--- config.mk ---
export PLATFORM = sky130hd
export DESIGN_NAME = bhts_ram
export DESIGN_NICKNAME = d
export VERILOG_FILES = /design/src/rtl/bhts_ram.sv
export SDC_FILE = /design/constraint.sdc
export NUM_CORES = 1
export LEC_CHECK = 0
export BUFFER_PORTS_ARGS = -buffer_cell sky130_fd_sc_hd__buf_2
export CAP_MARGIN = 20
export CORE_MARGIN = 2
export CORE_UTILIZATION = 57
export CTS_CLUSTER_SIZE = 14
export DETAILED_ROUTE_END_ITERATION = 7
export MAX_ROUTING_LAYER = met4
export PLACE_DENSITY = 0.74
export SYNTH_ARGS = -nofsm -noshare
export SYNTH_HDL_FRONTEND = slang
export SYNTH_SLANG_ARGS = --single-unit
--- constraint.sdc ---
create_clock -name clk -period 18.7 [get_ports clk]
set_input_delay 3.74 -clock clk [delete_from_list [all_inputs] [get_ports clk]]
set_output_delay 3.74 -clock clk [all_outputs]
set_load 0.03 [all_outputs]
--- src/rtl/bhts_ram.sv ---
// bhts_ram: generic simple dual-port RAM, one write and one registered read port.
// Depends on nothing.

module bhts_ram #(
	parameter int WIDTH = 64,
	parameter int DEPTH = 16,
	localparam int AW = (DEPTH > 1) ? $clog2(DEPTH) : 1
) (
	input  logic             clk,
	input  logic             we,
	input  logic [AW-1:0]    waddr,
	input  logic [WIDTH-1:0] wdata,
	input  logic [AW-1:0]    raddr,
	output logic [WIDTH-1:0] rdata
);

	logic [WIDTH-1:0] mem_q [DEPTH];
	logic [WIDTH-1:0] rdata_q;

	// write and registered read
	always_ff @(posedge clk) begin
		if (we) begin
			mem_q[waddr] <= wdata;
		end
		rdata_q <= mem_q[raddr];
	end

	assign rdata = rdata_q;

endmodule

==> impl.org <==
** Run status
- Status :: finished, final reports clean

** STA
- Worst max-slew margin expressed relative to the limit :: 19.77%
- Fin crit period :: 6636 ps
- The hold violation total from the final report was 0.
- Max-slew violation count :: 0
- Between clock sinks in the finished design, the worst skew comes to 21.29 ps.
- Hold is met by 665.8 ps.
- Maximum clock frequency :: 0.1507 GHz
- The worst path uses between 30 and 40% of the clock period.
- Setup total negative slack on the finished layout was measured at 0 ps.
- Setup repair after global routing left no endpoint under its margin.
- Final setup violation count :: 0
- At the pin with the least slew margin, the transition time is roughly 1200 ps.

** Critical path
- Critical Path End :: rdata[47]
- Reg2reg start :: mem_q[3][14]
- Counting buffers and inverters, the worst setup path is 6 cells deep.
- The number of cells on the worst reg-to-reg path is 3.
- In this run the worst path has a maximum fanout of 80.
- The critical path goes through buf_8, buf_4, buf_4, mux4_2, a22oi_1, nand2_1.
- Delay of the slowest cell on the worst path :: between 800 and 900 ps
- In this run the critical register-to-register path is captured at rdata[14].
- By instance count, the cell type seen most on the critical path is buf_4.
- The setup path with the least slack is of type in -> reg.
- At the worst endpoint, the arrival time is 7170 ps.
- Launch point of the critical path :: raddr[0]
- Cell with the largest stage delay on the worst path :: buf_4
- Critical Path Start Type :: input port
- The critical path contains buffers and inverters numbering 3 combined.
- STA classifies the critical path endpoint as a register.
- Critical path required time :: 19230 ps
- Cell family contributing the most delay on the critical path :: buffers and inverters
- In this run the register-to-register setup slack is 17340 ps.

** Die
- The region available for standard cell placement spans 68710 um2.
- Measured along the x axis, the die boundary spans 267.5 um.
- Total I/O pin count :: 138
- Number of rows in the core area :: 96
- Die Y :: 267.5 um
- The initial utilization of the core area, before any placement, comes to between 50% and 60%.
- Overall die area :: 71560 um2

** Power and ir drop
- For this design the ratio of total power to cell area is 113.9 nW/um2.
- Switching share of power :: 20.76%
- The internal power of the cells totals 0.004050 W.
- The completed layout was analyzed and its total power is 0.005111 W.
- The worst-case IR drop observed on VDD is 0.0001154 V.
- Share of power burned in registers :: 53.7%
- The share of total power dissipated in the clock network is between 40 and 50%.
- Sw Pwr :: 0.001061 W
- Of the total power, combinational logic draws 5.0%.
- Summed over all cells, the static leakage comes to 14.43 nW.

** Global route
- Global-route congestion overflow total :: 0
- The first global-routing pass estimated around 130 mm of wire.
- Entering global routing, the biggest net connects 133 pins.
- Global routing used 25.43% of the available tracks across all layers.
- Number of global-route vias before repair :: around 19000
- The number of antenna violations at the first check in global routing is 12.

** Clocking
- TritonCTS built the clock tree.
- The H-tree was split into 3 levels.
- Post-CTS setup buffer count :: 0
- CTS saw around 1100 sinks.
- Max Buffers Root-to-Sink :: 3
- For the worst-skew pair, the clock arrives at the later sink with an insertion delay of 670 ps.
- Post-CTS repair changed the size of 0 cells.
- Hold bufs inserted after CTS :: 0
- Root buffer cell :: clkbuf_16
- TritonCTS buffer count :: 105
- Clock Pin Slew Worst Setup and Hold Paths :: 60 ps

** Synth
- Largest cells by area after synthesis :: edfxtp_1 78%, mux4_2 15%, dfxtp_1 3.2%
- Counting instances in the post-synthesis netlist gives the leading cell types as 1024 x edfxtp_1, 256 x mux4_2, 128 x a22oi_1.
- Instance count of the mapped netlist :: between 1500 and 2000
- The Yosys step of the flow raised 0 warnings.
- The number of different library cells used by synthesis comes to 18.
- Flop and latch count out of synthesis :: 1088
- Post-synthesis cell area :: roughly 40000 um2
- The share of the Yosys chip area taken by registers is 80.92%.
- The biggest area contributor in the post-synthesis netlist is edfxtp_1.
- By instance count, the leading cell after synthesis is edfxtp_1.
- In this run the biggest area consumer among cell types represents 77.69% of the synthesized area.
- In the synthesized netlist the async set-or-reset flop fraction comes to 0%.
- For this run, the leading register cell type out of synthesis is edfxtp_1.
- The number of nets handed over by synthesis was 1721.
- Avg Inst Size Synth :: 24.03 um2
- The synthesized design contains 1024 enable-type register cells.

** Job
- Max Cap Violations :: 0

** Place
- Counting tap cells, the placed design contains a total of 2666 instances.
- Placer congestion estimate :: 0.7048
- Detailed placement ended at an HPWL of around 40 mm.
- Buffers added on ports :: 137

** Worst hold path
- The startpoint identified for the worst hold timing path is mem_q[15][48].
- The tightest min-delay check is of the reg -> reg type.

** Route
- Initial DRC count :: 2225
- In the final routed layout, each cell accounts on average for 29.78 um.
- Wires add up to 85.67 mm.
- The routed layout has 18230 vias.
- In the routed design, unresolved DRC markers number 0.
- The detail route stage leaves a number of antenna-violating nets equal to 0.
- Via-per-instance ratio :: 6.336
- Number of detailed-routing iterations run before antenna repair :: 8

** Layout
- Excluding fillers, the count of instances in the completed layout stands at 2877.
- Fraction of final layout cells with drive strength greater than 1 :: 31.02%
- Compared with the post-synthesis result, the final layout area differs by 13.42%.
- After the last flow step, the layout net total stands at roughly 1900.
[per-layer routing]
| layer | vias to the layer above | GRT usage, % | share of wire (%) |
|---|---|---|---|
| met3 | 153 | 5.204 | 9.1 |
| met2 | 917 | 39.10 | 49 |
| li1 | 7467 | - | - |
| met1 | 9692 | 35.69 | 40 |
| met5 | - | - | 0 |
| met4 | 0 | 6.477 | 2.2 |
[sequential cells by signal (all words and copies together), names as in the netlist]
signal	cells
mem_q	1024
rdata	64
[power by group through the flow]
| stage | Clock, W | Sequential (W) | Combinational [W] |
|---|---|---|---|
| finish | 0.00211 | 0.00275 | 0.000257 |
| floorplan | 0 | 0.00282 | 0.000130 |
| CTS | 0.00214 | 0.00275 | 0.000260 |
| global placement | 0 | 0.00279 | 0.000252 |
| global route | 0.00223 | 0.00275 | 0.000275 |
| detailed placement | 0 | 0.00280 | 0.000257 |
[worst min-delay path by stage]
stage	to	slack [ps]	cells past startpoint
finish	rdata[48]	670	3
floorplan	rdata[0]	630	3
CTS	rdata[48]	670	3
global route	rdata[48]	690	3
detailed placement	rdata[48]	660	3
global placement	rdata[31]	650	3
[layout make-up]
type / count / area [um2]
Sequential cell: 1088 / 32030
Fill cell: 4358 / 23810
Multi-Input combinational cell: 475 / 7234
Clock buffer: 142 / 2869
Tap cell: 931 / 1165
Timing Repair Buffer: 172 / 968.4
Clock inverter: 57 / 595.6
Antenna cell: 12 / 30.03
[placed cells by master (no fill, tap or decap)]
cell,count
or3b_2,1
inv_16,1
nand2_1,65
diode_2,12
nand3_1,1
clkinv_8,2
nor2b_4,2
dfxtp_1,64
buf_2,135
nor2_4,13
edfxtp_1,1024
clkbuf_16,107
clkbuf_8,6
clkinv_2,17
buf_4,35
bufinv_16,11
nor3_2,4
nand2b_1,2
and2_4,1
clkinvlp_4,4
clkbuf_1,29
buf_8,2
mux4_2,256
clkinv_1,19
a22oi_1,128
nand3b_1,2
inv_6,3
[worst register-to-register path, delay by kind of cell (launching register included)]
kind / cells / cell delay (ps)
muxes: 1 / 480
DFF: 1 / 390
AOI/OAI and AO/OA: 1 / 190
and+or+nand+nor: 1 / 140
[stage by stage]
| stage | cell area, um2 | setup slack [ps] | util (%) |
|---|---|---|---|
| after floorplan | 39580 | 9531 | - |
| after global placement | 41400 | 11310 | 60.25 |
| after detailed placement | 41400 | 11280 | 60.25 |
| after CTS | 44860 | 11960 | 65.30 |
| after global routing | 44890 | 11680 | 65.33 |
| final | 44890 | 12060 | 65.34 |
[kinds of logic after synthesis]
kind of cell    after synthesis  synth area share, %
flops                      1088                80.92
mux                         256                14.57
compound gates              128                2.428
simple gates                 91               0.9420
buf+inv                      84                1.141
(Power assumes the default switching activity.)
