## config.mk

```make
export PLATFORM = sky130hd
export DESIGN_NAME = bhts_score
export DESIGN_NICKNAME = d
export VERILOG_FILES = /design/src/rtl/bhts_pkg.sv /design/src/rtl/bhts_score.sv
export SDC_FILE = /design/constraint.sdc
export NUM_CORES = 1
export LEC_CHECK = 0
export BUFFER_PORTS_ARGS = -buffer_cell sky130_fd_sc_hd__buf_2
export CORE_ASPECT_RATIO = 0.8
export CORE_MARGIN = 5
export CORE_UTILIZATION = 44
export CTS_CLUSTER_DIAMETER = 100
export CTS_CLUSTER_SIZE = 10
export DETAILED_ROUTE_END_ITERATION = 8
export GPL_TIMING_DRIVEN = 0
export HOLD_SLACK_MARGIN = 0.06
export PLACE_DENSITY = 0.89
export SETUP_SLACK_MARGIN = 0.02
export SLEW_MARGIN = 20
export SYNTH_ARGS = -nofsm -noshare
export SYNTH_HDL_FRONTEND = slang
export SYNTH_SLANG_ARGS = --single-unit
```

## constraint.sdc

```tcl
create_clock -name clk -period 2.3 [get_ports clk]
set_input_delay 0 -clock clk [delete_from_list [all_inputs] [get_ports clk]]
set_output_delay 0 -clock clk [all_outputs]
set_load 0.02 [all_outputs]
```

## src/rtl/bhts_pkg.sv

```systemverilog
// bhts_pkg: shared codes, field widths and pipeline structs for the
// binary hamming top-k search unit. No dependencies.

package bhts_pkg;

	// item field widths
	localparam int OP_W       = 2;
	localparam int VEC_IDX_W  = 10;
	localparam int WORD_IDX_W = 4;
	localparam int DATA_W     = 64;
	localparam int RANK_W     = 4;
	localparam int INDEX_W    = 10;
	localparam int SIM_W      = 11;
	localparam int PCNT_W     = 7;

	// configuration port
	localparam int CFG_DATA_W = 11;
	localparam int CFG_IDX_W  = 2;
	localparam logic [CFG_IDX_W-1:0] CFG_VECTOR_COUNT = 2'd0;
	localparam logic [CFG_IDX_W-1:0] CFG_BLOCKS_IN_USE = 2'd1;
	localparam logic [CFG_IDX_W-1:0] CFG_TOP_K = 2'd2;

	localparam logic [10:0] VECTOR_COUNT_RESET  = 11'd1024;
	localparam logic [3:0]  BLOCKS_IN_USE_RESET = 4'd8;
	localparam logic [4:0]  TOP_K_RESET         = 5'd1;

	// operation codes
	typedef enum logic [OP_W-1:0] {
		OP_LOAD_DB    = 2'd0,
		OP_LOAD_QUERY = 2'd1,
		OP_SEARCH     = 2'd2
	} bhts_op_t;

	// word token travelling with the memory read data
	typedef struct packed {
		logic valid;
		logic first;
		logic last;
		logic zero;
	} bhts_tok_t;

	// control into the ranking list
	typedef struct packed {
		logic clear;
		logic offer;
	} bhts_topk_ctl_t;

	// number of set bits in one 64-bit word
	function automatic logic [PCNT_W-1:0] popcount64(input logic [DATA_W-1:0] x);
		logic [PCNT_W-1:0] n;
		n = '0;
		for (int i = 0; i < DATA_W; i++) begin
			n = n + PCNT_W'(x[i]);
		end
		return n;
	endfunction

endpackage

```

## src/rtl/bhts_score.sv

```systemverilog
// bhts_score: xnor popcount stage and per-vector accumulator.
// Depends on bhts_pkg; fed by the database and query RAM read data.

module bhts_score import bhts_pkg::*; #(
	parameter int WORDS_PER_VECTOR = 16,
	parameter int IDX_W = 10,
	localparam int SCORE_W = $clog2(DATA_W * WORDS_PER_VECTOR + 1)
) (
	input  logic              clk,
	input  logic              arst_n,
	input  bhts_tok_t         tok,
	input  logic [IDX_W-1:0]  vidx,
	input  logic [DATA_W-1:0] db_word,
	input  logic [DATA_W-1:0] q_word,
	output logic              offer_valid,
	output logic [SCORE_W-1:0] offer_score,
	output logic [IDX_W-1:0]  offer_index
);

	bhts_tok_t          tok_s2;
	logic [PCNT_W-1:0]  pc_s2;
	logic [IDX_W-1:0]   idx_s2;
	logic [SCORE_W-1:0] acc_q;
	logic [SCORE_W-1:0] sum;
	logic               offer_valid_s3;
	logic [SCORE_W-1:0] offer_score_s3;
	logic [IDX_W-1:0]   offer_index_s3;

	// running total, restarted on the first word of a vector
	assign sum = (tok_s2.first ? '0 : acc_q) + SCORE_W'(pc_s2);

	// stage valids
	always_ff @(posedge clk or negedge arst_n) begin
		if (!arst_n) begin
			tok_s2         <= '0;
			offer_valid_s3 <= 1'b0;
		end else begin
			tok_s2         <= tok;
			offer_valid_s3 <= tok_s2.valid && tok_s2.last;
		end
	end

	// popcount of equal bits, then accumulate
	always_ff @(posedge clk) begin
		pc_s2  <= tok.zero ? '0 : popcount64(~(db_word ^ q_word));
		idx_s2 <= vidx;
		if (tok_s2.valid) begin
			acc_q <= sum;
		end
		offer_score_s3 <= sum;
		offer_index_s3 <= idx_s2;
	end

	assign offer_valid = offer_valid_s3;
	assign offer_score = offer_score_s3;
	assign offer_index = offer_index_s3;

endmodule

```

==> reports/results.ini <==
[outcome]
status=complete, but fails checks
violations=setup timing

[setup_path]
r2r_cells=9
start_kind=primary input
cp.required_ns=2.50
crit_start=q_word[41]
r2r_slack_ns=-0.04
rr_startpoint=tok_s2[2]
end_kind=flop
r2r-end=acc_q[10]
worstSetupPathType=primary input to flop
worstPathMaxFanout=2
worstPathArrival_ns=5.66

[logic_synthesis]
async_flop_share_pct=7.55
ys.flop_type=dfxtp_1
synth-seq-cells=53
synthesis.area_um2=3920
synth_fp_nets=565
synth_edf_count=11
ys_seq_area_share_pct=30.4
yosys_warnings=0
synth_cells=344
yosys.cell_types.count=40
synth.avg_cell_area_um2=11.4

[floorplanning]
fp.dieH_um=94.4
start_util_pct=45.6
rows=30
die_x_um=115
io-pin-count=166
die_area_um2=10900
coreArea_um2=8600

[finish]
num-fill-cells=640
drive_gt1_share_pct=44.4
layout_common_cells=buf_2 (159), inv_1 (57), fa_1 (50)
final_common_cell=buf_2
diodes=0
syn_to_final_growth_pct=43.4
final_nets=767

[flow_run]
maxCapViolations=0

[timing]
hold_viol_final=0
setup_violations=9
drv_slew=0
tightest_slew_ns=0.569
period_share_pct=238
relSlewSlack_pct=62.1
fin_setup_tns_ns=-19.58
fmaxAchievable_mhz=183
rsz0062_at_grt=yes
min_period_ns=5.47
skew_ns=0.0123
worst_slack_ns=-3.17

[route]
met2_length_um=5730
wl_met1_um=3520
via_per_inst=4.74
vias=3124
final_antenna_net_count=0
wirelength_um=10100
route.detailed.wl_per_inst_um=15.4
dr.pass1.iters=4
drc_errors=0
routed.top_layer=met4
drtIter0Drc=71
met3_length_um=599

[clocking]
clock-root-buffer=clkbuf_8
cts_max_level=2
cts_inserted_buffers=5
clock_latency_ns=0.31
cts_tree=done
clockBufferDepth=2
path_clk_slew_ns=0.09
clkSinkCount=53

[global_routing]
grt_max_degree=17
grt.total_usage_pct=18.2
antenna_found_initial=0
first_global_vias=3467
grt.overflow.total=0
grt_pass1_wl_um=15600

[placed_design]
portBuffers=165
routabilityCongestion=0.788
hpwlAfterDp_um=7810

[worst_hold_path]
min_from=db_word[2]
worstHoldPathCells=4
min_to=pc_s2[0]
hold_class=primary input to flop

==> cells in the mapped netlist (all sizes together), types with 2 or more instances <==
cell type	number	area share [%]
xnor2	35	7.8
nand2	9	0.86
dfrtp	4	2.6
a21oi	6	0.77
nor2	11	1.1
inv	63	6.0
fa	55	28
nor3	5	0.89
o21ai	6	0.77
nor2b	14	2.2
ha	22	7.0
a211oi	2	0.51
mux2	2	0.58
nor4	2	0.32
o211ai	3	0.58
edfxtp	11	8.4
nand3	2	0.26
nand2b	4	0.64
dfxtp	38	19
xor2	34	7.6
==> metrics by stage <==
stage | hold WS, ns | cells | utilization [%] | area [um^2] | worst slack (ns)
5_1_grt | 0.280 | 659 | 65.3 | 5620 | -3.32
2_1_floorplan | -0.296 | 344 | - | 3980 | -3.12
4_1_cts | 0.233 | 652 | 62.8 | 5400 | -3.16
3_3_place_gp | -0.197 | 621 | 57.6 | 4950 | -3.46
6_report | 0.229 | 659 | 65.3 | 5620 | -3.17
3_5_place_dp | -0.188 | 621 | 57.6 | 4950 | -3.55
==> worst max-delay path by stage <==
stage / end / slack (ns) / depth (start not counted)
after floorplan: pc_s2[6] / -3.12 / 18
after global placement: pc_s2[6] / -3.46 / 19
after detailed placement: pc_s2[6] / -3.55 / 18
after CTS: pc_s2[6] / -3.16 / 18
after global routing: pc_s2[6] / -3.32 / 19
final: pc_s2[6] / -3.17 / 19
==> worst max-delay path, cell delays in order <==
cell     delay (ns)
buf_2          0.11
xor2_2         0.17
fa_1           0.53
inv_1          0.05
fa_2           0.52
inv_2          0.04
fa_1           0.53
fa_1           0.46
fa_1           0.57
fa_1           0.45
fa_1           0.47
fa_1           0.51
inv_2          0.05
ha_4           0.16
fa_2           0.36
a21o_1         0.18
a21oi_2        0.15
nor2_1         0.06
o311a_1        0.28
==> layout make-up <==
class,count,area [um^2],area share (%)
Multi-Input combinational cell,227,2790,49.6
Sequential cell,53,1190,21.2
Timing Repair Buffer,195,1130,20.1
Inverter,63,236,4.21
Tap cell,112,140,2.49
Clock buffer,6,82.6,1.47
Clock inverter,2,37.5,0.668
Buffer,1,15.0,0.267
==> metal layers <==
metal  vias up  global-route usage (%)
li1       1469                       -
met4         0                    6.55
met1      1494                    20.5
met3        29                    3.78
met5         -                       0
met2       132                    34.0
==> kinds of logic after synthesis <==
logic type / Yosys count / synth area share (%)
XOR/XNOR: 69 / 15.4
buffers and inverters: 64 / 6.13
flip-flops: 53 / 30.4
adder cells (fa/ha/maj): 77 / 35.1
multiplexers: 2 / 0.575
AND/OR/NAND/NOR: 52 / 7.22
AO/OA/AOI/OAI: 27 / 5.08
==> flip-flops by register name (all words and copies together) (netlist names) <==
register and count:
tok_s2 3, offer_valid 1, pc_s2 7, offer_score 11
acc_q 11, idx_s2 10, offer_index 10
==> timing repair <==
item / CTS / global route
gates resized for setup: 21 / 32
setup endpoints to repair: 13 / 13
endpoints found under the hold margin: 22 / 0
pin swaps: 13 / 22
buffers inserted: 7 / 7
hold buffers: 16 / 0
Power is left out: the tool's default activity adds up to more than one toggle a clock period on the data nets, which glitch-free logic cannot reach.
