**src/rtl/bhts_pkg.sv**
```systemverilog
// bhts_pkg: shared codes, field widths and pipeline structs for the
// binary hamming top-k search unit. No dependencies.

package bhts_pkg;

	// item field widths
	localparam int OP_W       = 2;
	localparam int VEC_IDX_W  = 10;
	localparam int WORD_IDX_W = 4;
	localparam int DATA_W     = 64;
	localparam int RANK_W     = 4;
	localparam int INDEX_W    = 10;
	localparam int SIM_W      = 11;
	localparam int PCNT_W     = 7;

	// configuration port
	localparam int CFG_DATA_W = 11;
	localparam int CFG_IDX_W  = 2;
	localparam logic [CFG_IDX_W-1:0] CFG_VECTOR_COUNT = 2'd0;
	localparam logic [CFG_IDX_W-1:0] CFG_BLOCKS_IN_USE = 2'd1;
	localparam logic [CFG_IDX_W-1:0] CFG_TOP_K = 2'd2;

	localparam logic [10:0] VECTOR_COUNT_RESET  = 11'd1024;
	localparam logic [3:0]  BLOCKS_IN_USE_RESET = 4'd8;
	localparam logic [4:0]  TOP_K_RESET         = 5'd1;

	// operation codes
	typedef enum logic [OP_W-1:0] {
		OP_LOAD_DB    = 2'd0,
		OP_LOAD_QUERY = 2'd1,
		OP_SEARCH     = 2'd2
	} bhts_op_t;

	// word token travelling with the memory read data
	typedef struct packed {
		logic valid;
		logic first;
		logic last;
		logic zero;
	} bhts_tok_t;

	// control into the ranking list
	typedef struct packed {
		logic clear;
		logic offer;
	} bhts_topk_ctl_t;

	// number of set bits in one 64-bit word
	function automatic logic [PCNT_W-1:0] popcount64(input logic [DATA_W-1:0] x);
		logic [PCNT_W-1:0] n;
		n = '0;
		for (int i = 0; i < DATA_W; i++) begin
			n = n + PCNT_W'(x[i]);
		end
		return n;
	endfunction

endpackage

```
**src/rtl/bhts_topk.sv**
```systemverilog
// bhts_topk: sorted list of the best scores, one insertion per cycle.
// Depends on bhts_pkg; scores come from bhts_score.

module bhts_topk import bhts_pkg::*; #(
	parameter int TOP_K_MAX = 16,
	parameter int SCORE_W = 11,
	parameter int IDX_W = 10,
	localparam int KW = $clog2(TOP_K_MAX + 1),
	localparam int RW = (TOP_K_MAX > 1) ? $clog2(TOP_K_MAX) : 1
) (
	input  logic               clk,
	input  logic               arst_n,
	input  bhts_topk_ctl_t     ctl,
	input  logic [KW-1:0]      k,
	input  logic [SCORE_W-1:0] offer_score,
	input  logic [IDX_W-1:0]   offer_index,
	input  logic [RW-1:0]      rd_sel,
	output logic [SCORE_W-1:0] rd_score,
	output logic [IDX_W-1:0]   rd_index,
	output logic [KW-1:0]      count
);

	logic [SCORE_W-1:0]   sc_q [TOP_K_MAX];
	logic [IDX_W-1:0]     ix_q [TOP_K_MAX];
	logic [SCORE_W-1:0]   sh_sc [TOP_K_MAX];
	logic [IDX_W-1:0]     sh_ix [TOP_K_MAX];
	logic [KW-1:0]        cnt_q;
	logic [TOP_K_MAX-1:0] ge;
	logic [TOP_K_MAX-1:0] prev_ge;
	logic [TOP_K_MAX-1:0] in_k;
	logic                 all_ge;

	// per-cell compare; ties keep the earlier vector ahead
	always_comb begin
		for (int i = 0; i < TOP_K_MAX; i++) begin
			in_k[i] = KW'(i) < k;
			ge[i]   = (KW'(i) < cnt_q) && (sc_q[i] >= offer_score);
		end
		prev_ge = (ge << 1) | TOP_K_MAX'(1);
		all_ge  = &(ge | ~in_k);
		sh_sc[0] = offer_score;
		sh_ix[0] = offer_index;
		for (int i = 1; i < TOP_K_MAX; i++) begin
			sh_sc[i] = sc_q[i-1];
			sh_ix[i] = ix_q[i-1];
		end
	end

	// fill count
	always_ff @(posedge clk or negedge arst_n) begin
		if (!arst_n) begin
			cnt_q <= '0;
		end else if (ctl.clear) begin
			cnt_q <= '0;
		end else if (ctl.offer && !all_ge && (cnt_q < k)) begin
			cnt_q <= cnt_q + KW'(1);
		end
	end

	// insert at the first weaker cell, shift the rest down
	always_ff @(posedge clk) begin
		for (int i = 0; i < TOP_K_MAX; i++) begin
			if (ctl.offer && in_k[i] && !ge[i]) begin
				sc_q[i] <= prev_ge[i] ? offer_score : sh_sc[i];
				ix_q[i] <= prev_ge[i] ? offer_index : sh_ix[i];
			end
		end
	end

	assign rd_score = sc_q[rd_sel];
	assign rd_index = ix_q[rd_sel];
	assign count    = cnt_q;

endmodule

```
**config.mk**
```make
export PLATFORM = sky130hd
export DESIGN_NAME = bhts_topk
export DESIGN_NICKNAME = d
export VERILOG_FILES = /design/src/rtl/bhts_pkg.sv /design/src/rtl/bhts_topk.sv
export SDC_FILE = /design/constraint.sdc
export NUM_CORES = 1
export LEC_CHECK = 0
export BUFFER_PORTS_ARGS = -buffer_cell sky130_fd_sc_hd__buf_2
export CORE_MARGIN = 2
export CORE_UTILIZATION = 38
export CTS_CLUSTER_DIAMETER = 200
export DETAILED_ROUTE_END_ITERATION = 10
export GPL_ROUTABILITY_DRIVEN = 0
export PLACE_DENSITY_LB_ADDON = 0.15
export SLEW_MARGIN = 40
export SYNTH_ARGS = -nofsm -noshare
export SYNTH_HDL_FRONTEND = slang
export SYNTH_SLANG_ARGS = --single-unit
```
**constraint.sdc**
```tcl
create_clock -name clk -period 3.55 [get_ports clk]
set_input_delay 0.355 -clock clk [delete_from_list [all_inputs] [get_ports clk]]
set_output_delay 0.355 -clock clk [all_outputs]
set_load 0.03 [all_outputs]
```
==> summary.txt <==
Pwr
  – Net Sw Frac: 27.69%
  – Pwr dens: 450.6 nW/µm²
  – IR Drop Worst-Case VDD: 0.3483 mV
  – Clock power frac: 37.5%
  – Psw: 3.023 mW
  – Internal power: 7.895 mW
  – Logic gate share of total power: 17.1%
  – Seq pwr share: 45.5%
  – Pleak: 9.002 nW

Setup path
  – Critical Path Source Type: register
  – Critical path arrival: 3.41 ns
  – CP Data Required Time: 3.86 ns
  – Crit Path Category: register to register
  – CP Launch Point: sc_q[3][10]
  – CP bufs+invs: 2
  – CP dominant cell by count: buf_4
  – Worst r2r src: sc_q[3][10]
  – Worst setup EP type: register
  – Worst path max stage delay: 0.53 ns
  – Delay-heaviest family, CP: compound AO/OA/AOI/OAI gates
  – Crit-path cells: ha_1 > nand2_1 > o21ai_1 > a41oi_1 > nor3_4 > buf_4 > buf_4 > mux2_2
  – R2R Setup Slk: 0.45 ns
  – CP Max Fanout: 12
  – Max stage delay cell, worst path: o21ai_1

Synth
  – Post-synth ARST share: 1.466%
  – Sequential share of the synthesized area: 48.92%
  – Cell taking the most area after synthesis: edfxtp_1
  – Mapped Cells: 1,494
  – Ys Warns: 0
  – Main synth FF type: edfxtp_1
  – Area share of the largest cell type after synthesis: 48.33%
  – Yosys reg bits: 341
  – Post-synthesis cell type count: 61
  – Top post-synthesis cells by area: edfxtp_1 (48%), mux2_2 (14%), mux4_2 (11%)
  – Number of synthesized flops with an enable pin: 336
  – Synth Net Count: 1,709
  – Mapped Avg Cell Area: 13.98 µm²
  – Synthesized area: 20,880 µm²

Route
  – Vias post-DR: 13,994
  – Final WL: 70,110 µm
  – DR iter-0 viols: 1,357
  – Post-DRT Antenna Nets: 0
  – Drt pass-1 iters: 5
  – Avg WL per Cell: 29.87 µm
  – DR DRC count: 0
  – Vias per inst: 5.963

Floorplanning
  – Die Area: 56,830 µm²
  – Row cnt: 85
  – Die Wd: 238.4 µm
  – Starting density of the core: 38.65%
  – Die H: 238.4 µm
  – # IOs: 60
  – Core Area: 54,030 µm²

GRT
  – Aggregate global-route resource usage: 25.03%
  – First-pass GRT wire length: 101,400 µm
  – GRT Max-Usage Layer: met2
  – Initial antenna violation count: 9
  – GR Util met1: 35.32%
  – Met2 usage: 37.87%
  – Overflow left after global routing: 0
  – Routing usage on met3: 6.085%
  – Largest net degree at the start of global routing: 34
  – Vias in the first global route: 14,067

Clock tree
  – Register clock-pin slew on the reported worst setup and hold paths: 0.06 ns
  – Num Clock Sinks: 341
  – CTS tree: yes
  – Worst-skew pair later-pin latency: 0.58 ns
  – Clock Tree Buf Depth: 3
  – CTS root buf: clkbuf_16
  – Number of H-tree levels: 2
  – Cts bufs inserted: 41
  – Post-CTS Resized: 0

STA
  – Final period util: 87.22%
  – Worst Tran Pin Value: 0.8152 ns
  – Setup_tns: 0 ns
  – Min Tclk post-route: 3.096 ns
  – Max frequency: 0.3230 GHz
  – Slew margin rel.: 45.24%
  – WHS: 0.07311 ns
  – Final Max Tran Viols: 0
  – RSZ-0062 raised after global routing: no
  – Final Hold Viols: 0
  – Final Skew: 0.01668 ns
  – Final setup vio count: 0

Worst hold path
  – Hold WC Path Type: input pin to register
  – Hold Startpoint: ctl[1]

Layout
  – Nets: 1,834
  – Synth-to-layout area growth: 16.07%
  – Non-Filler Instances: 2,347
  – Share of cells above drive strength 1: 37.83%
  – # fillers: 4,861

Status
  – Status: complete, no violations

Run
  – # Max-Cap Violations: 0

Place
  – # port buffers: 59
  – Placed cells: 2,271
  – Detail Placement HPWL: 48,610 µm
[power groups by stage]
| stage | Clock (mW) | Sequential (mW) | Combinational [mW] |
|---|---|---|---|
| after floorplan | 0 | 4.95 | 1.13 |
| after global placement | 0 | 5.04 | 1.83 |
| after detailed placement | 0 | 5.04 | 1.85 |
| after CTS | 4.17 | 4.96 | 1.86 |
| after global routing | 4.32 | 4.99 | 2.01 |
| final | 4.09 | 4.96 | 1.86 |
[final timing paths]
path | endpoint | cells after the start
max | ix_q[4][6] | 8
min | count[3] | 2
max reg2reg | ix_q[4][6] | 8
min reg2reg | ix_q[4][7] | 1
max in group asynchronous | count[0] | 2
min in group asynchronous | count[2] | 2
[area by class of cell]
type	count	area [µm²]	share of cell area, %
antenna	4	10.01	0.04131
clock buffer	50	1060	4.373
clock inverter	21	195.2	0.8055
inverter	32	120.1	0.4957
multi-input combinational	1036	10380	42.84
sequential	341	10210	42.15
tap	696	870.8	3.594
timing repair buffer	167	1380	5.695
[state kept, by name, summed over array words and instances, names as in the netlist]
register  flops
sc_q        176
count         5
ix_q        160
[stage by stage]
stage | cell area, µm² | setup slack, ns | util, % | power, mW
6_report | 24230 | 0.4537 | 44.85 | 10.92
5_1_grt | 24220 | 0.3373 | 44.84 | 11.32
4_1_cts | 24220 | 0.4759 | 44.84 | 11.00
3_5_place_dp | 22960 | 0.1288 | 42.49 | 6.886
3_3_place_gp | 22960 | 0.1131 | 42.49 | 6.865
2_1_floorplan | 20920 | 0.1727 | - | 6.081
[Yosys cell counts (3+ instances only)]
library cell  instances
a2111oi_2             3
nand4_1               8
a21o_1                7
o21ai_1              14
nor3_1               14
mux4_2              105
ha_1                181
and3_1                9
o22ai_1               3
a21oi_1              89
mux2_1                3
mux2_2              264
buf_2                 9
a221o_1               4
a31oi_1               7
inv_1                32
nor2_1               43
nand2_1             112
clkbuf_1             57
nand3_1              13
o21ai_0              85
a41oi_1               3
dfrtp_1               5
nor2b_1              19
edfxtp_1            336
nand2b_1              7
buf_1                15
o21a_1                4
buf_4                 4
a211oi_1              4
[cell families (layout without fill, tap and decap cells)]
kind of cell | count (synthesis) | in the layout | synth area share, %
multiplexers | 373 | 373 | 25.77
AO/OA/AOI/OAI | 247 | 247 | 7.072
adder cells (fa/ha/maj) | 181 | 181 | 10.85
AND/OR/NAND/NOR | 235 | 235 | 5.154
buffers and inverters | 117 | 270 | 2.229
flip-flops | 341 | 341 | 48.92
other | 0 | 4 | 0
[layer usage]
metal | part of all wire (%) | routed length (µm)
met5 | 0.037 | 26
met4 | 3.3 | 2328
met3 | 7.4 | 5179
met2 | 44 | 31070
met1 | 45 | 31510
[placed cells by master (no fill, tap or decap), types with 4 or more instances in the layout]
| cell type | instances |
|---|---|
| edfxtp_1 | 336 |
| mux2_2 | 264 |
| ha_1 | 181 |
| nand2_1 | 112 |
| mux4_2 | 105 |
| a21oi_1 | 89 |
| buf_4 | 87 |
| o21ai_0 | 83 |
| buf_2 | 57 |
| clkbuf_16 | 41 |
| nor2_1 | 35 |
| inv_1 | 31 |
| buf_12 | 21 |
| nor2b_1 | 19 |
| o21ai_1 | 14 |
| nand3_1 | 13 |
| clkinv_1 | 12 |
| and3_1 | 9 |
| nor3_4 | 9 |
| clkbuf_1 | 9 |
| nand4_1 | 8 |
| a21o_1 | 7 |
| nor3_1 | 7 |
| a31oi_1 | 7 |
| nand2b_1 | 7 |
| dfrtp_1 | 5 |
| diode_2 | 4 |
| a221o_1 | 4 |
| o21ai_4 | 4 |
| nor2_4 | 4 |
| o21a_1 | 4 |
| nor2_2 | 4 |
[timing repair]
item	4_1_cts	5_1_grt
hold endpoints to repair	5	0
buffers inserted	0	0
hold buffers	1	0
(Power assumes the default switching activity.)
